$ cat src/cfrp_pkg.sv
// Shared types and constants for the chunked file receive block.
// No dependencies; imported by every module under src.
package cfrp_pkg;

    localparam int CQ_DEPTH = 4;
    localparam int CQ_PTR_W = $clog2(CQ_DEPTH);
    localparam int RQ_DEPTH = 4;
    localparam int RQ_PTR_W = $clog2(RQ_DEPTH);

    localparam int CFG_IDX_W  = 3;
    localparam int CFG_DATA_W = 24;

    typedef enum logic [CFG_IDX_W-1:0] {
        CFG_TRANSFER_LENGTH = 3'd0,
        CFG_SYNC_CODE       = 3'd1,
        CFG_ACK_CODE        = 3'd2,
        CFG_END_CODE        = 3'd3,
        CFG_CHECK_CODE      = 3'd4,
        CFG_SUM_MSB_FIRST   = 3'd5
    } cfg_idx_t;

    localparam logic [23:0] RST_TRANSFER_LENGTH = 24'd0;
    localparam logic [7:0]  RST_SYNC_CODE       = 8'd22;
    localparam logic [7:0]  RST_ACK_CODE        = 8'd6;
    localparam logic [7:0]  RST_END_CODE        = 8'd26;
    localparam logic [7:0]  RST_CHECK_CODE      = 8'd67;

    localparam logic [1:0] ST_OK      = 2'd0;
    localparam logic [1:0] ST_BUSY    = 2'd1;
    localparam logic [1:0] ST_NO_END  = 2'd2;
    localparam logic [1:0] ST_BAD_SUM = 2'd3;

    typedef enum logic [5:0] {
        PH_IDLE     = 6'b000001,
        PH_ACK_DATA = 6'b000010,
        PH_DATA     = 6'b000100,
        PH_END      = 6'b001000,
        PH_ACK_SUM  = 6'b010000,
        PH_SUM      = 6'b100000
    } phase_t;

    // classified input item
    typedef struct packed {
        logic       start;
        logic       is_ack;
        logic       is_end;
        logic [7:0] rx_byte;
    } cmd_t;

    typedef struct packed {
        logic        tx_valid;
        logic [7:0]  tx_byte;
        logic        data_valid;
        logic [23:0] data_offset;
        logic [7:0]  data_byte;
        logic        done_res;
        logic [1:0]  status;
        logic        last;
    } res_t;

    // up to two results written per engine step
    typedef struct packed {
        logic [1:0] cnt;
        res_t       r0;
        res_t       r1;
    } res_push_t;

endpackage

$ cat src/cfrp_cmdq.sv
// Front end: accepts input items, tags ack/end matches, queues them.
// Depends on cfrp_pkg.
module cfrp_cmdq
    import cfrp_pkg::*;
(
    input  logic       clk,
    input  logic       rst_n,
    input  logic       push,
    output logic       full,
    input  logic       mode,
    input  logic [7:0] rx_byte,
    input  logic [7:0] ack_code,
    input  logic [7:0] end_code,
    output logic       cmd_valid,
    output cmd_t       cmd,
    input  logic       cmd_pop
);

    cmd_t                mem_reg [CQ_DEPTH];
    logic [CQ_PTR_W-1:0] wp_reg, wp_next;
    logic [CQ_PTR_W-1:0] rp_reg, rp_next;
    logic [CQ_PTR_W:0]   cnt_reg, cnt_next;
    logic                push_ok;
    logic                pop_ok;
    cmd_t                entry;

    assign full      = (cnt_reg == (CQ_PTR_W+1)'(CQ_DEPTH));
    assign cmd_valid = (cnt_reg != '0);
    assign push_ok   = push && !full;
    assign pop_ok    = cmd_pop && cmd_valid;
    assign cmd       = mem_reg[rp_reg];

    always_comb
    begin
        entry.start   = !mode;
        entry.is_ack  = (rx_byte == ack_code);
        entry.is_end  = (rx_byte == end_code);
        entry.rx_byte = rx_byte;
        wp_next  = push_ok ? wp_reg + 1'b1 : wp_reg;
        rp_next  = pop_ok ? rp_reg + 1'b1 : rp_reg;
        cnt_next = cnt_reg + (CQ_PTR_W+1)'(push_ok) - (CQ_PTR_W+1)'(pop_ok);
    end

    always_ff @(posedge clk or negedge rst_n)
    begin
        if (!rst_n)
        begin
            wp_reg  <= '0;
            rp_reg  <= '0;
            cnt_reg <= '0;
        end
        else
        begin
            wp_reg  <= wp_next;
            rp_reg  <= rp_next;
            cnt_reg <= cnt_next;
        end
    end

    always_ff @(posedge clk)
    begin
        if (push_ok)
        begin
            mem_reg[wp_reg] <= entry;
        end
    end

    a_cnt_bound: assert property (@(posedge clk) disable iff (!rst_n)
        cnt_reg <= (CQ_PTR_W+1)'(CQ_DEPTH))
        else $error("cmdq count overflow");

    a_ptr_gap: assert property (@(posedge clk) disable iff (!rst_n)
        (cnt_reg == '0) || (cnt_reg == (CQ_PTR_W+1)'(CQ_DEPTH)) || (wp_reg != rp_reg))
        else $error("cmdq pointers disagree with count");

endmodule

$ cat src/cfrp_engine.sv
// Back end: runs the transfer protocol, one queued item per step.
// Depends on cfrp_pkg; fed by cfrp_cmdq, writes into cfrp_resq.
module cfrp_engine
    import cfrp_pkg::*;
#(
    parameter int CHUNK_BYTES = 16,
    parameter int LENGTH_BITS = 24
)
(
    input  logic                clk,
    input  logic                rst_n,
    input  logic                cmd_valid,
    input  cmd_t                cmd,
    output logic                cmd_pop,
    input  logic [RQ_PTR_W:0]   res_free,
    output res_push_t           res_push,
    input  logic [23:0]         transfer_length,
    input  logic [7:0]          sync_code,
    input  logic [7:0]          check_code,
    input  logic                sum_msb_first
);

    localparam int CCW = $clog2(CHUNK_BYTES + 1);
    localparam int CW  = (LENGTH_BITS > 24) ? LENGTH_BITS : 24;

    phase_t                 phase_reg, phase_next;
    logic [CCW-1:0]         chunk_reg, chunk_next;
    logic [LENGTH_BITS-1:0] off_reg, off_next;
    logic [31:0]            run_reg, run_next;
    logic [31:0]            rsum_reg, rsum_next;
    logic [1:0]             scnt_reg, scnt_next;
    logic [CW-1:0]          len_now;
    logic [CW-1:0]          off_inc_ext;
    logic [LENGTH_BITS-1:0] off_inc;
    logic [CCW-1:0]         chunk_inc;
    logic [31:0]            rsum_upd;
    res_t                   r0, r1;
    logic [1:0]             n;

    assign len_now   = CW'(transfer_length) & CW'({LENGTH_BITS{1'b1}});
    assign off_inc   = off_reg + 1'b1;
    assign off_inc_ext = CW'(off_inc);
    assign chunk_inc = chunk_reg + 1'b1;
    assign rsum_upd  = sum_msb_first ? {rsum_reg[23:0], cmd.rx_byte}
                                     : (rsum_reg | (32'(cmd.rx_byte) << {scnt_reg, 3'b000}));
    assign cmd_pop   = cmd_valid && (res_free >= (RQ_PTR_W+1)'(2));

    always_comb
    begin
        phase_next = phase_reg;
        chunk_next = chunk_reg;
        off_next   = off_reg;
        run_next   = run_reg;
        rsum_next  = rsum_reg;
        scnt_next  = scnt_reg;
        r0 = '0;
        r1 = '0;
        n  = 2'd0;
        if (cmd.start)
        begin
            chunk_next = '0;
            off_next   = '0;
            run_next   = '0;
            rsum_next  = '0;
            scnt_next  = '0;
            if (len_now == '0)
            begin
                phase_next = PH_END;
            end
            else
            begin
                phase_next  = PH_ACK_DATA;
                r0.tx_valid = 1'b1;
                r0.tx_byte  = sync_code;
                r0.last     = 1'b1;
                n           = 2'd1;
            end
        end
        else
        begin
            case (phase_reg)
                PH_ACK_DATA:
                begin
                    if (!cmd.is_ack)
                    begin
                        r0.done_res = 1'b1;
                        r0.status   = ST_BUSY;
                        r0.last     = 1'b1;
                        n           = 2'd1;
                        phase_next  = PH_IDLE;
                    end
                    else
                    begin
                        chunk_next = '0;
                        phase_next = PH_DATA;
                    end
                end
                PH_DATA:
                begin
                    r0.data_valid  = 1'b1;
                    r0.data_offset = 24'(off_reg);
                    r0.data_byte   = cmd.rx_byte;
                    run_next       = run_reg + 32'(cmd.rx_byte);
                    off_next       = off_inc;
                    chunk_next     = chunk_inc;
                    if (off_inc_ext >= len_now)
                    begin
                        phase_next = PH_END;
                        r0.last    = 1'b1;
                        n          = 2'd1;
                    end
                    else if (chunk_inc >= CCW'(CHUNK_BYTES))
                    begin
                        phase_next  = PH_ACK_DATA;
                        r1.tx_valid = 1'b1;
                        r1.tx_byte  = sync_code;
                        r1.last     = 1'b1;
                        n           = 2'd2;
                    end
                    else
                    begin
                        r0.last = 1'b1;
                        n       = 2'd1;
                    end
                end
                PH_END:
                begin
                    if (!cmd.is_end)
                    begin
                        r0.done_res = 1'b1;
                        r0.status   = ST_NO_END;
                        r0.last     = 1'b1;
                        n           = 2'd1;
                        phase_next  = PH_IDLE;
                    end
                    else
                    begin
                        r0.tx_valid = 1'b1;
                        r0.tx_byte  = check_code;
                        r1.tx_valid = 1'b1;
                        r1.tx_byte  = sync_code;
                        r1.last     = 1'b1;
                        n           = 2'd2;
                        phase_next  = PH_ACK_SUM;
                    end
                end
                PH_ACK_SUM:
                begin
                    if (!cmd.is_ack)
                    begin
                        r0.done_res = 1'b1;
                        r0.status   = ST_BUSY;
                        r0.last     = 1'b1;
                        n           = 2'd1;
                        phase_next  = PH_IDLE;
                    end
                    else
                    begin
                        rsum_next  = '0;
                        scnt_next  = '0;
                        phase_next = PH_SUM;
                    end
                end
                PH_SUM:
                begin
                    rsum_next = rsum_upd;
                    scnt_next = scnt_reg + 1'b1;
                    if (scnt_reg == 2'd3)
                    begin
                        r0.done_res = 1'b1;
                        r0.status   = (rsum_upd == run_reg) ? ST_OK : ST_BAD_SUM;
                        r0.last     = 1'b1;
                        n           = 2'd1;
                        phase_next  = PH_IDLE;
                    end
                end
                default:
                begin
                    phase_next = PH_IDLE;
                end
            endcase
        end
    end

    always_comb
    begin
        res_push.cnt = cmd_pop ? n : 2'd0;
        res_push.r0  = r0;
        res_push.r1  = r1;
    end

    always_ff @(posedge clk or negedge rst_n)
    begin
        if (!rst_n)
        begin
            phase_reg <= PH_IDLE;
            chunk_reg <= '0;
            off_reg   <= '0;
            run_reg   <= '0;
            rsum_reg  <= '0;
            scnt_reg  <= '0;
        end
        else if (cmd_pop)
        begin
            phase_reg <= phase_next;
            chunk_reg <= chunk_next;
            off_reg   <= off_next;
            run_reg   <= run_next;
            rsum_reg  <= rsum_next;
            scnt_reg  <= scnt_next;
        end
    end

    a_done_idle: assert property (@(posedge clk) disable iff (!rst_n)
        (cmd_pop && r0.done_res) |=> (phase_reg == PH_IDLE))
        else $error("finished transfer did not return to idle");

    a_chunk_bound: assert property (@(posedge clk) disable iff (!rst_n)
        (phase_reg == PH_DATA) |-> (chunk_reg < CCW'(CHUNK_BYTES)))
        else $error("chunk count ran past chunk size");

endmodule

$ cat src/cfrp_resq.sv
// Result queue: up to two writes per cycle from the engine, one read.
// Depends on cfrp_pkg.
module cfrp_resq
    import cfrp_pkg::*;
(
    input  logic              clk,
    input  logic              rst_n,
    input  res_push_t         res_push,
    output logic [RQ_PTR_W:0] res_free,
    output logic              empty,
    input  logic              pop,
    output res_t              head
);

    res_t                mem_reg [RQ_DEPTH];
    logic [RQ_PTR_W-1:0] wp_reg, wp_next;
    logic [RQ_PTR_W-1:0] rp_reg, rp_next;
    logic [RQ_PTR_W:0]   cnt_reg, cnt_next;
    logic [RQ_PTR_W-1:0] wp_plus1;
    logic                pop_ok;

    assign empty    = (cnt_reg == '0);
    assign pop_ok   = pop && !empty;
    assign res_free = (RQ_PTR_W+1)'(RQ_DEPTH) - cnt_reg;
    assign head     = mem_reg[rp_reg];
    assign wp_plus1 = wp_reg + 1'b1;

    always_comb
    begin
        wp_next  = wp_reg + RQ_PTR_W'(res_push.cnt);
        rp_next  = pop_ok ? rp_reg + 1'b1 : rp_reg;
        cnt_next = cnt_reg + (RQ_PTR_W+1)'(res_push.cnt) - (RQ_PTR_W+1)'(pop_ok);
    end

    always_ff @(posedge clk or negedge rst_n)
    begin
        if (!rst_n)
        begin
            wp_reg  <= '0;
            rp_reg  <= '0;
            cnt_reg <= '0;
        end
        else
        begin
            wp_reg  <= wp_next;
            rp_reg  <= rp_next;
            cnt_reg <= cnt_next;
        end
    end

    always_ff @(posedge clk)
    begin
        if (res_push.cnt != 2'd0)
        begin
            mem_reg[wp_reg] <= res_push.r0;
        end
        if (res_push.cnt == 2'd2)
        begin
            mem_reg[wp_plus1] <= res_push.r1;
        end
    end

    a_no_overrun: assert property (@(posedge clk) disable iff (!rst_n)
        (RQ_PTR_W+1)'(res_push.cnt) <= res_free)
        else $error("result queue overrun");

    a_pop_drains: assert property (@(posedge clk) disable iff (!rst_n)
        (pop_ok && (res_push.cnt == 2'd0)) |=> (cnt_reg == $past(cnt_reg) - 1'b1))
        else $error("result queue pop lost");

endmodule

$ cat src/chunked_file_receive_protocol.sv
// Top level of the chunked file receiver: configuration registers and glue.
// Depends on cfrp_pkg, cfrp_cmdq, cfrp_engine, cfrp_resq.
//
//  channel   handshake              payload
//  -------   ---------------------  -----------------------------------------
//  input     push / full            mode, rx_byte
//  result    empty / pop            tx_valid, tx_byte, data_valid, data_offset,
//                                   data_byte, done_res, status, last
//  config    cfg_valid / cfg_ready  cfg_index, cfg_data
//
// One item per clock sustained while the result queue has two free slots; the engine handles each item in one step.
// An item is registered in the input queue, and its results are registered in the result queue before the ports.
// The engine steps only when the 4-entry result queue has two free slots.
// Input queue holds 4 items; full rises when it does. cfg_ready is always high.
// rst_n clears all control state and loads the register reset values.
module chunked_file_receive_protocol
    import cfrp_pkg::*;
#(
    parameter int CHUNK_BYTES = 16,
    parameter int LENGTH_BITS = 24
)
(
    input  logic                  clk,
    input  logic                  rst_n,
    input  logic                  push,
    output logic                  full,
    input  logic                  mode,
    input  logic [7:0]            rx_byte,
    output logic                  empty,
    input  logic                  pop,
    output logic                  tx_valid,
    output logic [7:0]            tx_byte,
    output logic                  data_valid,
    output logic [23:0]           data_offset,
    output logic [7:0]            data_byte,
    output logic                  done_res,
    output logic [1:0]            status,
    output logic                  last,
    input  logic                  cfg_valid,
    output logic                  cfg_ready,
    input  logic [CFG_IDX_W-1:0]  cfg_index,
    input  logic [CFG_DATA_W-1:0] cfg_data
);

    logic [23:0]       len_reg;
    logic [7:0]        sync_reg;
    logic [7:0]        ack_reg;
    logic [7:0]        end_reg;
    logic [7:0]        check_reg;
    logic              msb_reg;
    logic              cfg_wr;
    logic              cmd_valid;
    cmd_t              cmd;
    logic              cmd_pop;
    logic [RQ_PTR_W:0] res_free;
    res_push_t         res_push;
    res_t              head;

    assign cfg_ready = 1'b1;
    assign cfg_wr    = cfg_valid && cfg_ready;

    always_ff @(posedge clk or negedge rst_n)
    begin
        if (!rst_n)
        begin
            len_reg   <= RST_TRANSFER_LENGTH;
            sync_reg  <= RST_SYNC_CODE;
            ack_reg   <= RST_ACK_CODE;
            end_reg   <= RST_END_CODE;
            check_reg <= RST_CHECK_CODE;
            msb_reg   <= 1'b0;
        end
        else if (cfg_wr)
        begin
            case (cfg_index)
                CFG_TRANSFER_LENGTH: len_reg   <= cfg_data[23:0];
                CFG_SYNC_CODE:       sync_reg  <= cfg_data[7:0];
                CFG_ACK_CODE:        ack_reg   <= cfg_data[7:0];
                CFG_END_CODE:        end_reg   <= cfg_data[7:0];
                CFG_CHECK_CODE:      check_reg <= cfg_data[7:0];
                CFG_SUM_MSB_FIRST:   msb_reg   <= cfg_data[0];
                default:             ;
            endcase
        end
    end

    cfrp_cmdq u_cmdq (
        .clk       (clk),
        .rst_n     (rst_n),
        .push      (push),
        .full      (full),
        .mode      (mode),
        .rx_byte   (rx_byte),
        .ack_code  (ack_reg),
        .end_code  (end_reg),
        .cmd_valid (cmd_valid),
        .cmd       (cmd),
        .cmd_pop   (cmd_pop)
    );

    cfrp_engine #(
        .CHUNK_BYTES (CHUNK_BYTES),
        .LENGTH_BITS (LENGTH_BITS)
    ) u_engine (
        .clk             (clk),
        .rst_n           (rst_n),
        .cmd_valid       (cmd_valid),
        .cmd             (cmd),
        .cmd_pop         (cmd_pop),
        .res_free        (res_free),
        .res_push        (res_push),
        .transfer_length (len_reg),
        .sync_code       (sync_reg),
        .check_code      (check_reg),
        .sum_msb_first   (msb_reg)
    );

    cfrp_resq u_resq (
        .clk      (clk),
        .rst_n    (rst_n),
        .res_push (res_push),
        .res_free (res_free),
        .empty    (empty),
        .pop      (pop),
        .head     (head)
    );

    assign tx_valid    = head.tx_valid;
    assign tx_byte     = head.tx_byte;
    assign data_valid  = head.data_valid;
    assign data_offset = head.data_offset;
    assign data_byte   = head.data_byte;
    assign done_res    = head.done_res;
    assign status      = head.status;
    assign last        = head.last;

endmodule

$ cat config.mk
export PLATFORM = sky130hd
export DESIGN_NAME = chunked_file_receive_protocol
export DESIGN_NICKNAME = d
export VERILOG_FILES = /design/src/cfrp_pkg.sv /design/src/cfrp_cmdq.sv /design/src/cfrp_engine.sv /design/src/cfrp_resq.sv /design/src/chunked_file_receive_protocol.sv
export SDC_FILE = /design/constraint.sdc
export NUM_CORES = 1
export LEC_CHECK = 0
export ABC_AREA = 1
export BUFFER_PORTS_ARGS = -buffer_cell sky130_fd_sc_hd__buf_4
export CAP_MARGIN = 5
export CORE_ASPECT_RATIO = 1.5
export CORE_MARGIN = 8
export CORE_UTILIZATION = 60
export DETAILED_ROUTE_END_ITERATION = 6
export GPL_ROUTABILITY_DRIVEN = 0
export HOLD_SLACK_MARGIN = 0.05
export PLACE_DENSITY = 0.78
export SLEW_MARGIN = 20
export SYNTH_ARGS = -nofsm -noshare
export SYNTH_HDL_FRONTEND = slang
export SYNTH_HIERARCHICAL = 1
export SYNTH_SLANG_ARGS = --single-unit
$ cat constraint.sdc
create_clock -name clk -period 5.8 [get_ports clk]
set_input_delay 0.58 -clock clk [delete_from_list [all_inputs] [get_ports clk]]
set_output_delay 0.58 -clock clk [all_outputs]
set_load 0.03 [all_outputs]
## Word level (Yosys, flattened, before mapping)

Memory sizes are Yosys's and may differ from the RTL's.
Cells that the tools add are included.
W data, S select, Z words.

| word-level totals | value |
|---|---|
| bits in registers | 172 |
| bits in writable memories | 228 |
| input bits | 41 |
| output and inout port bits | 49 |
| memories | 2 |

Memory list:

| name | words | bits a word | rd ports | clocked after memory_dff | write ports | RTL line | source |
|---|---|---|---|---|---|---|---|
| u_resq.mem_reg | 4 | 46 | 1 | 0 | 2 | cfrp_resq.sv:15 | `res_t mem_reg [RQ_DEPTH];` |
| u_cmdq.mem_reg | 4 | 11 | 1 | 0 | 1 | cfrp_cmdq.sv:19 | `cmd_t mem_reg [CQ_DEPTH];` |

| cells by class | value |
|---|---|
| add/sub/neg operators | 14 |
| order comparisons | 3 |
| equality and inequality tests | 20 |
| shift operators | 1 |
| mux-type cells | 64 |
| bitwise logic cells | 1 |
| reduce and logical (&&, ||, !) cells | 26 |

Operators with widths:

| operator | number |
|---|---|
| $mux W32 | 5 |
| $mux W9 | 8 |
| $pmux W32 S2 | 1 |
| $mux W24 | 2 |
| $mux W36 | 1 |
| $mux W33 | 1 |
| $add A32 B8 Y32 | 1 |
| $eq A32 B32 Y1 | 1 |
| $or A32 B32 Y32 | 1 |
| $shl A8 B5 Y32 | 1 |
| $mux W6 | 5 |
| $pmux W6 S5 | 1 |
| $add A24 B1 Y24 const B | 1 |
| $ge A24 B24 Y1 | 1 |
| $logic_not A24 Y1 | 1 |
| $pmux W9 S2 | 1 |
| $mux W1 | 17 |
| $eq A8 B8 Y1 | 2 |
| $mux W2 | 8 |
| $mux W4 | 4 |
| $mux W5 | 3 |
| $reduce_and A2 Y1 | 7 |
| $add A2 B1 Y2 const B | 5 |
| $pmux W5 S2 | 1 |
| other kinds (32) | 50 |

## Depth between registers and ports, before layout

Gate-level depths: netlist (run 1).

| depth | value |
|---|---|
| word-level depth | 10 |
| gate-level depth with buffers | 32 |
| mapped depth without buffers | 32 |

## By module

The synthesis (run 1) kept the hierarchy.

By module, submodules not included:

| module | instances | cells each | area each (um^2) | seq. area each (um^2) |
|---|---|---|---|---|
| cfrp_resq | 1 | 1354 | 10651.5 | 5700.5 |
| cfrp_engine | 1 | 1252 | 8200.4 | 2528.7 |
| cfrp_cmdq | 1 | 239 | 2386.0 | 1496.4 |
| chunked_file_receive_protocol | 1 | 261 | 2342.2 | 1440.1 |

## Least setup slack after synthesis (run 1)

No wires, ideal clock.

| timing | value |
|---|---|
| kind | flip-flop to flip-flop |
| start point | reg u_engine.off_reg[0] |
| end point | mem u_resq/mem_reg[0][0] (netlist bit) (enable) |
| data arrival time | 4615 ps |
| required time | 5396 ps |
| path slack | 781 ps |
| cell stages (with the launch flop) | 30 |
| period minus slack after synthesis | 5019 ps |
| cell sequence | dfrtp_1 -> ha_1 -> nand3_2 -> nor3_4 -> nand2_2 -> nor2_4 -> nand2_2 -> nor2_4 -> nand2_4 -> nor2_8 -> nand3_1 -> and2_1 -> ha_1 -> nand2_1 -> nor2_1 -> nand2_1 -> inv_1 -> a21oi_1 -> nand3b_1 -> inv_1 -> nand2_1 -> nand2_1 -> nand2_1 -> nor2_1 -> inv_1 -> nor2_4 -> nand2_1 -> buf_2 -> buf_2 -> nand2_1 |

RTL lines:

| item | RTL line | source |
|---|---|---|
| start: declaration | cfrp_engine.sv:28 | `logic [LENGTH_BITS-1:0] off_reg, off_next;` |
| start signal: assignment | cfrp_engine.sv:207 | `off_reg <= off_next;` |
| end: declaration | cfrp_resq.sv:15 |  |

==> flow_metrics.env, run 1 <==
export IMPL_rsz0062_at_grt="no"
export IMPL_slew_violations=0
export IMPL_cts_sinks=400
export IMPL_dieHeight_um=259
export IMPL_dieWidth_um=178
export IMPL_synth_warning_count=6
export IMPL_diodes=0
export IMPL_syn_mean_instance_area_um2=7.59
export IMPL_number_of_inserted_filler_cells_in_the_final_layout=3259
export IMPL_drt_total_wl_um=65700
export IMPL_hold_viol=0
export IMPL_final_min_clock_period_ps=5140
export IMPL_vdd_drop_max_mv=0.439
export IMPL_fin_setup_tns_ps=0
export IMPL_max_cap_violations=0
export IMPL_initial_standard_cell_utilization_of_the_core_pct=60.3
export IMPL_route_detailed_vias_per_inst=5.75
export IMPL_place_ws_ps=773
export IMPL_grt_start_max_net_pins=171
export IMPL_clk_pin_slew_worst_paths_ps=60
export IMPL_place_detailed_hpwl_um=44400
export IMPL_run_status="complete, no violations"
export IMPL_wl_per_cell_um=18.0
export IMPL_num_vias=21000
export IMPL_worst_path_cell_with_the_longest_stage_delay="sky130_fd_sc_hd__buf_4"
export IMPL_clock_tree_from_tritoncts="yes"
export IMPL_number_of_antenna_violations_at_the_first_check_in_global_routing=1
export IMPL_port_bufs=88
export IMPL_cp_data_required_time_ps=6220
export IMPL_largest_register_ff_count=184
export IMPL_grt_first_pass_wirelength_um=105000
export IMPL_core_region_area_um2=39100
export IMPL_die_ar_um2=46000
export IMPL_setup_reg_to_reg_worst_slack_ps=660
export IMPL_critical_path_peak_fanout=114
export IMPL_cts_inserted_buffers=39
export IMPL_post_route_cells_drive_above_1_share_pct=9.60
export IMPL_grt_total_usage_pct=28.4
export IMPL_drc_errors=0
export IMPL_timing_critical_path_max_delay_family="simple AND/OR/NAND/NOR gates"
export IMPL_grt_overflow_total=0
export IMPL_power_leakage_nw=12.6
export IMPL_worstSetupStartpointType="register"
export IMPL_arrival_worst_endpoint_ps=5560
export IMPL_clock_path_buffers=3
export IMPL_setup_violations=0
export IMPL_total_standard_cell_area_after_synthesis_um2=23600
export IMPL_worst_slew_pin_slew_ps=1130
export IMPL_syn2layout_area_growth_pct=8.64
export IMPL_instance_count_of_the_mapped_netlist=3105
export IMPL_grt_pass1_vias=21100
export IMPL_critical_path_max_stage_delay_ps=890
export IMPL_layout_nets=3215
export IMPL_skew_final_ps=16.1
export IMPL_place_area_um2=24300
export IMPL_antenna_violating_nets_post_route=0
export IMPL_fmaxAchievable_mhz=194
export IMPL_drt_pre_antenna_iters=7
export IMPL_layout_commonest_cell="sky130_fd_sc_hd__nand2_1"
export IMPL_cts_max_level=2
export IMPL_io_pin_count=90
export IMPL_dp_cells=3582
export IMPL_most_common_layout_cells="sky130_fd_sc_hd__nand2_1 (1151), sky130_fd_sc_hd__nand3_1 (394), sky130_fd_sc_hd__inv_1 (378)"
export IMPL_path_buf_inv=4
export IMPL_slew_headroom_pct=24.1
export IMPL_final_cell_count_no_fill=3655
export IMPL_end_kind="register"
export IMPL_layout_cell_area_non_filler_um2=25600
export IMPL_power_per_cell_area_nw_per_um2=482
export IMPL_initialDrtViolationCount=1953
export IMPL_class_of_the_most_critical_hold_timing_path="in -> reg"
export IMPL_row_count=89
export IMPL_clock_latency_on_the_worst_skew_pair_ps=560
export IMPL_cts_root_buffer_cell="sky130_fd_sc_hd__clkbuf_16"
export IMPL_cell_repeated_most_along_the_worst_path="sky130_fd_sc_hd__nand2_1"
export IMPL_layout_worst_path_cycle_share_pct=88.7
export IMPL_worst_setup_path_type="reg -> reg"
export IMPL_worst_slack_ps=658
[worst reg2reg max path, delay by kind of cell (launching register included)]
| family | cells | cell delay, ps |
|---|---|---|
| AO/OA/AOI/OAI | 1 | 220 |
| adder cells (fa/ha/maj) | 2 | 520 |
| buffers and inverters | 4 | 1160 |
| flip-flops | 1 | 450 |
| AND/OR/NAND/NOR | 21 | 2660 |
[worst paths after layout]
check                                                       to  depth (start not counted)                       startpoint
worst max-delay path            u_resq/mem_reg[2][0]$_DFFE_PP_                         28  u_engine/off_reg[0]$_DFFE_PN0P_
worst min-delay path                   len_reg[11]$_DFFE_PN0P_                          3                     cfg_data[11]
worst max register to register  u_resq/mem_reg[2][0]$_DFFE_PP_                         28  u_engine/off_reg[0]$_DFFE_PN0P_
worst min register to register         sync_reg[2]$_DFFE_PN1P_                          2          sync_reg[2]$_DFFE_PN1P_
max in group asynchronous                  msb_reg$_DFFE_PN0P_                          3                            rst_n
min in group asynchronous         u_resq/rp_reg[0]$_DFFE_PN0P_                          2                            rst_n
[stage by stage]
stage / hold WS (ps) / power, mW / utilization [%]
floorplan: 284 / 7.85 / -
finish: 251 / 12.3 / 65.5
global route: 242 / 13.0 / 65.5
global placement: 375 / 9.50 / 62.1
CTS: 236 / 12.3 / 65.5
detailed placement: 375 / 9.67 / 62.1
[report_power, final]
group          internal [mW]  switching (mW)
clock                   1.52            1.10
sequential              3.87           0.351
combinational           1.51            3.99
total                   6.90            5.43
[timing repair]
action	4_1_cts	5_1_grt
buffers inserted	0	0
endpoints found under the hold margin	2	0
gates resized for setup	0	0
hold buffers	1	0
endpoints found under the setup margin	0	0
[cell type report]
cell class,instances,area [um^2],share of cell area [%]
repair buffers,113,905,3.53
clock buffers,62,1160,4.55
multi-input cells,2170,10100,39.4
flip-flops and latches,400,11200,43.6
well taps,500,626,2.44
inverters,400,1500,5.86
clock inverters,10,139,0.542
[metal layers]
layer / routed length, um / track usage, % / up-vias
met2: 33900 / 51.9 / 963
li1: - / - / 9875
met3: 4440 / 4.46 / 317
met4: 4740 / 20.0 / 2
met5: 13 / 0 / -
met1: 22600 / 29.0 / 9845
Note: power is estimated with default switching activity, not from simulation.
==> run 2: changes to the inputs <==
--- a/config.mk
+++ b/config.mk
@@ -11,10 +11,11 @@
 export CORE_ASPECT_RATIO = 1.5
 export CORE_MARGIN = 8
 export CORE_UTILIZATION = 60
+export CTS_BUF_LIST = sky130_fd_sc_hd__clkbuf_8
 export DETAILED_ROUTE_END_ITERATION = 6
 export GPL_ROUTABILITY_DRIVEN = 0
 export HOLD_SLACK_MARGIN = 0.05
-export PLACE_DENSITY = 0.78
+export PLACE_DENSITY_LB_ADDON = 0.08
 export SLEW_MARGIN = 20
 export SYNTH_ARGS = -nofsm -noshare
 export SYNTH_HDL_FRONTEND = slang
==> flow_metrics.env, run 2 (synthesized netlist as in run 1, its figures left out) <==
export IMPL_slew_violations=0
export IMPL_largest_register_ff_count=184
export IMPL_power_leakage_nw=12.7
export IMPL_layout_commonest_cell="sky130_fd_sc_hd__nand2_1"
export IMPL_dieWidth_um=178
export IMPL_dieHeight_um=259
export IMPL_clock_path_buffers=3
export IMPL_core_region_area_um2=39100
export IMPL_timing_reg2reg_worst_path_depth=29
export IMPL_grt_overflow_total=0
export IMPL_resized_cells_post_cts=0
export IMPL_fmaxAchievable_mhz=196
export IMPL_cp_data_required_time_ps=6130
export IMPL_worst_path_cell_with_the_longest_stage_delay="sky130_fd_sc_hd__dfrtp_1"
export IMPL_initialDrtViolationCount=1661
export IMPL_worst_setup_path_type="reg -> reg"
export IMPL_holdPathStages=3
export IMPL_layout_worst_path_cycle_share_pct=88.1
export IMPL_reg2reg_launch_point="u_engine/off_reg[0]$_DFFE_PN0P_"
export IMPL_worst_slew_pin_slew_ps=1110
export IMPL_io_pin_count=90
export IMPL_cts_max_level=2
export IMPL_critical_path_max_stage_delay_ps=450
export IMPL_layout_nets=3239
export IMPL_failed_checks="design-rule violations"
export IMPL_hold_viol=0
export IMPL_vdd_drop_max_mv=0.557
export IMPL_fin_setup_tns_ps=0
export IMPL_clock_latency_on_the_worst_skew_pair_ps=660
export IMPL_place_detailed_hpwl_um=45500
export IMPL_place_area_um2=24300
export IMPL_slew_headroom_pct=25.8
export IMPL_setup_reg_to_reg_worst_slack_ps=690
export IMPL_route_detailed_vias_per_inst=5.62
export IMPL_clk_pin_slew_worst_paths_ps=70
export IMPL_skew_final_ps=27.1
export IMPL_cell_repeated_most_along_the_worst_path="sky130_fd_sc_hd__nand2_1"
export IMPL_post_route_cells_drive_above_1_share_pct=10.4
export IMPL_path_buf_inv=5
export IMPL_power_per_cell_area_nw_per_um2=468
export IMPL_most_common_layout_cells="sky130_fd_sc_hd__nand2_1 (1151), sky130_fd_sc_hd__nand3_1 (394), sky130_fd_sc_hd__inv_1 (393)"
export IMPL_grt_start_max_net_pins=94
export IMPL_layout_cell_area_non_filler_um2=25500
export IMPL_num_vias=20800
export IMPL_run_status="complete, but fails checks"
export IMPL_min_to="len_reg[10]$_DFFE_PN0P_"
export IMPL_drt_pre_antenna_iters=7
export IMPL_syn2layout_area_growth_pct=8.04
export IMPL_grt_first_pass_wirelength_um=105000
export IMPL_setup_violations=0
export IMPL_clock_tree_from_tritoncts="yes"
export IMPL_end_kind="register"
export IMPL_drt_total_wl_um=66100
export IMPL_cts_sinks=400
export IMPL_initial_standard_cell_utilization_of_the_core_pct=60.3
export IMPL_port_bufs=88
export IMPL_arrival_worst_endpoint_ps=5440
export IMPL_timing_critical_path_max_delay_family="simple AND/OR/NAND/NOR gates"
export IMPL_number_of_antenna_violations_at_the_first_check_in_global_routing=1
export IMPL_max_cap_violations=0
export IMPL_antenna_violating_nets_post_route=0
export IMPL_grt_total_usage_pct=28.8
export IMPL_critical_path_peak_fanout=30
export IMPL_row_count=89
export IMPL_cts_root_buffer_cell="sky130_fd_sc_hd__clkbuf_8"
export IMPL_final_min_clock_period_ps=5110
export IMPL_drc_errors=8
export IMPL_die_ar_um2=46000
export IMPL_cts_inserted_buffers=61
export IMPL_rsz0062_at_grt="no"
export IMPL_grt_pass1_vias=20800
export IMPL_worst_r2r_endpoint="u_resq/mem_reg[3][20]$_DFFE_PP_"
export IMPL_worstSetupStartpointType="register"
export IMPL_class_of_the_most_critical_hold_timing_path="in -> reg"
export IMPL_worst_hold_startpoint="cfg_data[10]"
export IMPL_wl_per_cell_um=17.9
[run 2: cell types whose count changed in the layout (fill, tap and decap cells not counted), moves of 4 or more]
cell                        change
sky130_fd_sc_hd__buf_4          +4
sky130_fd_sc_hd__clkbuf_1      -15
sky130_fd_sc_hd__clkbuf_16     -41
sky130_fd_sc_hd__clkbuf_8      +57
sky130_fd_sc_hd__clkinv_1      +15
sky130_fd_sc_hd__clkinv_2       +9
sky130_fd_sc_hd__inv_1         +15
[run 2: tightest hold or removal path: cells and delay by family]
family / cells / cell delay [ps]
buffers and inverters: 1 / 80
and+or+nand+nor: 2 / 120
[run 2: final cells by class]
| type | instances | area (um^2) |
|---|---|---|
| antenna | 1 | 2.50 |
| clock buffer | 63 | 867 |
| clock inverter | 50 | 297 |
| fill | 3472 | 13600 |
| inverter | 400 | 1500 |
| multi-input combinational | 2170 | 10100 |
| sequential | 400 | 11200 |
| tap | 500 | 626 |
| timing repair buffer | 115 | 895 |
[run 2: worst max path at each step]
| stage | start | endpoint | slack, ps | depth (start not counted) |
|---|---|---|---|---|
| CTS | u_engine/off_reg[0]$_DFFE_PN0P_ | u_resq/mem_reg[3][20]$_DFFE_PP_ | 770 | 29 |
| floorplan | u_engine/off_reg[0]$_DFFE_PN0P_ | u_resq/mem_reg[0][0]$_DFFE_PP_ | 780 | 29 |
| detailed placement | u_engine/off_reg[0]$_DFFE_PN0P_ | u_resq/mem_reg[3][13]$_DFFE_PP_ | 810 | 29 |
| finish | u_engine/off_reg[0]$_DFFE_PN0P_ | u_resq/mem_reg[3][20]$_DFFE_PP_ | 690 | 29 |
| global route | u_engine/off_reg[0]$_DFFE_PN0P_ | u_resq/mem_reg[3][20]$_DFFE_PP_ | 240 | 29 |
| global placement | u_engine/off_reg[0]$_DFFE_PN0P_ | u_resq/mem_reg[3][15]$_DFFE_PP_ | 930 | 29 |
[run 2: where the power goes]
part	internal [mW]	switching, mW
sequential	3.87	0.365
combinational	1.50	3.91
clock	1.15	1.13
[run 2: stage by stage]
step	util [%]	setup WS [ps]	instances	power (mW)	hold WS (ps)
6_report	65.2	688	3699	11.9	160
5_1_grt	65.2	244	3699	12.7	150
4_1_cts	65.1	766	3698	11.9	127
3_5_place_dp	62.1	814	3584	9.66	455
3_3_place_gp	62.1	933	3584	9.52	455
2_1_floorplan	-	781	3140	7.85	284
[run 2: timing repair]
action,CTS,global route
setup buffers,0,0
hold endpoints to repair,63,0
hold buffers,1,0
[run 2: layer usage]
layer	wire, um	vias to the layer above	part of all wire (%)	track usage, %
li1	-	9929	-	-
met1	23000	9691	35	30.0
met5	0	-	0	0
met2	34200	873	52	51.9
met3	3950	294	6.0	3.66
met4	4970	0	7.5	21.2
==> run 3: changes to the inputs <==
--- a/config.mk
+++ b/config.mk
@@ -16,6 +16,7 @@
 export GPL_ROUTABILITY_DRIVEN = 0
 export HOLD_SLACK_MARGIN = 0.05
 export PLACE_DENSITY_LB_ADDON = 0.08
+export RECOVER_POWER = 25
 export SLEW_MARGIN = 20
 export SYNTH_ARGS = -nofsm -noshare
 export SYNTH_HDL_FRONTEND = slang
==> flow_metrics.env, run 3 (synthesized netlist as in run 1, its figures left out) <==
export IMPL_run_status="complete, but fails checks"
export IMPL_failed_checks="design-rule violations, max-capacitance violations, max-slew violations"
export IMPL_route_detailed_vias_per_inst=5.61
export IMPL_timing_hold_ws_ps=157
export IMPL_vdd_drop_max_mv=0.560
export IMPL_layout_worst_path_cycle_share_pct=88.2
export IMPL_power_total_mw=11.9
export IMPL_met3WireLength_um=3740
export IMPL_place_detailed_hpwl_um=45500
export IMPL_postCtsHoldBufs=1
export IMPL_num_vias=20800
export IMPL_worst_path_cell_with_the_longest_stage_delay="sky130_fd_sc_hd__dfrtp_1"
export IMPL_worst_slew_pin_slew_ps=4140
export IMPL_final_seq_area_um2=11200
export IMPL_cell_repeated_most_along_the_worst_path="sky130_fd_sc_hd__nand2_1"
export IMPL_clock_latency_on_the_worst_skew_pair_ps=660
export IMPL_grt_first_pass_wirelength_um=105000
export IMPL_dieHeight_um=259
export IMPL_place_ws_ps=814
export IMPL_cp_data_required_time_ps=6130
export IMPL_resized_cells_post_cts=0
export IMPL_footprint_of_the_multi_input_gates_um2=10100
export IMPL_slew_violations=202
export IMPL_drt_pre_antenna_iters=7
export IMPL_critical_path_max_stage_delay_ps=450
export IMPL_port_bufs=88
export IMPL_met1Wirelength_um=23200
export IMPL_end_kind="register"
export IMPL_antenna_violating_nets_post_route=0
export IMPL_most_common_layout_cells="sky130_fd_sc_hd__nand2_1 (1154), sky130_fd_sc_hd__inv_1 (394), sky130_fd_sc_hd__nand3_1 (394)"
export IMPL_initialDrtViolationCount=1502
export IMPL_hold_viol=0
export IMPL_power_leakage_nw=12.6
export IMPL_top_layer_used="met4"
export IMPL_max_cap_violations=4
export IMPL_finalCoreUtilization_pct=64.9
export IMPL_core_region_area_um2=39100
export IMPL_logic_gate_share_of_total_power_pct=45.3
export IMPL_holdPathStages=3
export IMPL_number_of_inserted_filler_cells_in_the_final_layout=3498
export IMPL_class_of_the_most_critical_hold_timing_path="in -> reg"
export IMPL_final_min_clock_period_ps=5120
export IMPL_power_report_internal_total_mw=6.51
export IMPL_cts_setup_buffers=0
export IMPL_die_ar_um2=46000
export IMPL_grt_total_usage_pct=28.8
export IMPL_slew_headroom_pct=-176
export IMPL_grt_start_max_net_pins=94
export IMPL_largest_register_ff_count=184
export IMPL_fin_setup_tns_ps=0
export IMPL_grt_pass1_vias=20800
export IMPL_clk_pin_slew_worst_paths_ps=70
export IMPL_netSwitchingFraction_pct=45.4
export IMPL_final_cell_count_no_fill=3699
export IMPL_cts_root_buffer_cell="sky130_fd_sc_hd__clkbuf_8"
export IMPL_number_of_antenna_violations_at_the_first_check_in_global_routing=1
export IMPL_cts_inserted_buffers=61
export IMPL_worst_setup_path_type="reg -> reg"
export IMPL_drc_errors=2
export IMPL_initial_standard_cell_utilization_of_the_core_pct=60.3
export IMPL_critical_path_peak_fanout=30
export IMPL_timing_reg2reg_worst_path_depth=29
export IMPL_syn2layout_area_growth_pct=7.66
export IMPL_wl_met2_um=34300
export IMPL_arrival_worst_endpoint_ps=5440
export IMPL_clock_power_share_pct=19.2
export IMPL_fmaxAchievable_mhz=195
export IMPL_cts_max_level=2
export IMPL_io_pin_count=90
export IMPL_post_route_cells_drive_above_1_share_pct=9.69
export IMPL_place_area_um2=24300
export IMPL_skew_final_ps=30.5
export IMPL_grt_overflow_total=0
export IMPL_dp_cells=3584
export IMPL_power_sequential_fraction_pct=35.5
export IMPL_power_per_cell_area_nw_per_um2=470
export IMPL_layout_cell_area_non_filler_um2=25400
export IMPL_layout_nets=3239
export IMPL_total_switching_power_mw=5.42
export IMPL_drt_total_wl_um=66200
export IMPL_clock_path_buffers=3
export IMPL_worstSetupStartpointType="register"
export IMPL_rsz0062_at_grt="no"
export IMPL_cts_sinks=400
export IMPL_layout_commonest_cell="sky130_fd_sc_hd__nand2_1"
export IMPL_worst_slack_ps=684
export IMPL_row_count=89
export IMPL_setup_violations=0
export IMPL_clock_tree_from_tritoncts="yes"
export IMPL_dieWidth_um=178
export IMPL_wl_per_cell_um=17.9
run 3: cell count changes in the layout (fill, tap and decap cells not counted), sizes merged:
cell / before / now
buf: 114 / 101
clkbuf: 63 / 76
run 3: worst max-delay path, delay by kind of cell, from the launching register on:
kind / cells / cell delay, ps
and+or+nand+nor: 21 / 2740
DFF: 1 / 450
adders and majority gates: 2 / 520
buffers and inverters: 5 / 820
AOI/OAI and AO/OA: 1 / 230
run 3: final timing paths:
| kind | start | endpoint | slack [ps] |
|---|---|---|---|
| max | u_engine/off_reg[0]$_DFFE_PN0P_ | u_resq/mem_reg[3][20]$_DFFE_PP_ | 680 |
| min | cfg_data[10] | len_reg[10]$_DFFE_PN0P_ | 160 |
| max reg2reg | u_engine/off_reg[0]$_DFFE_PN0P_ | u_resq/mem_reg[3][20]$_DFFE_PP_ | 680 |
| min reg2reg | sync_reg[1]$_DFFE_PN1P_ | sync_reg[1]$_DFFE_PN1P_ | 460 |
| max in group asynchronous | rst_n | u_engine/run_reg[18]$_DFFE_PN0P_ | 1510 |
| min in group asynchronous | rst_n | end_reg[0]$_DFFE_PN0P_ | 1910 |
run 3: area by class of cell:
cell class                 count  area share (%)
sequential                   400            44.0
inverter                     400            5.92
antenna                        1         0.00986
tap                          500            2.47
clock inverter                50            1.17
clock buffer                  63            3.42
multi-input combinational   2170            39.7
timing repair buffer         115            3.33
run 3: power groups by stage:
| stage | Clock, mW | Combinational, mW | Sequential, mW |
|---|---|---|---|
| floorplan | 0 | 3.73 | 4.12 |
| global placement | 0 | 5.25 | 4.27 |
| detailed placement | 0 | 5.36 | 4.29 |
| CTS | 2.32 | 5.39 | 4.24 |
| global route | 2.44 | 5.92 | 4.31 |
| finish | 2.29 | 5.40 | 4.24 |
run 3: per-layer routing:
| layer | vias to the layer above | GRT usage [%] |
|---|---|---|
| li1 | 9920 | - |
| met1 | 9675 | 30.0 |
| met2 | 858 | 51.9 |
| met3 | 299 | 3.66 |
| met4 | 0 | 21.2 |
| met5 | - | 0 |
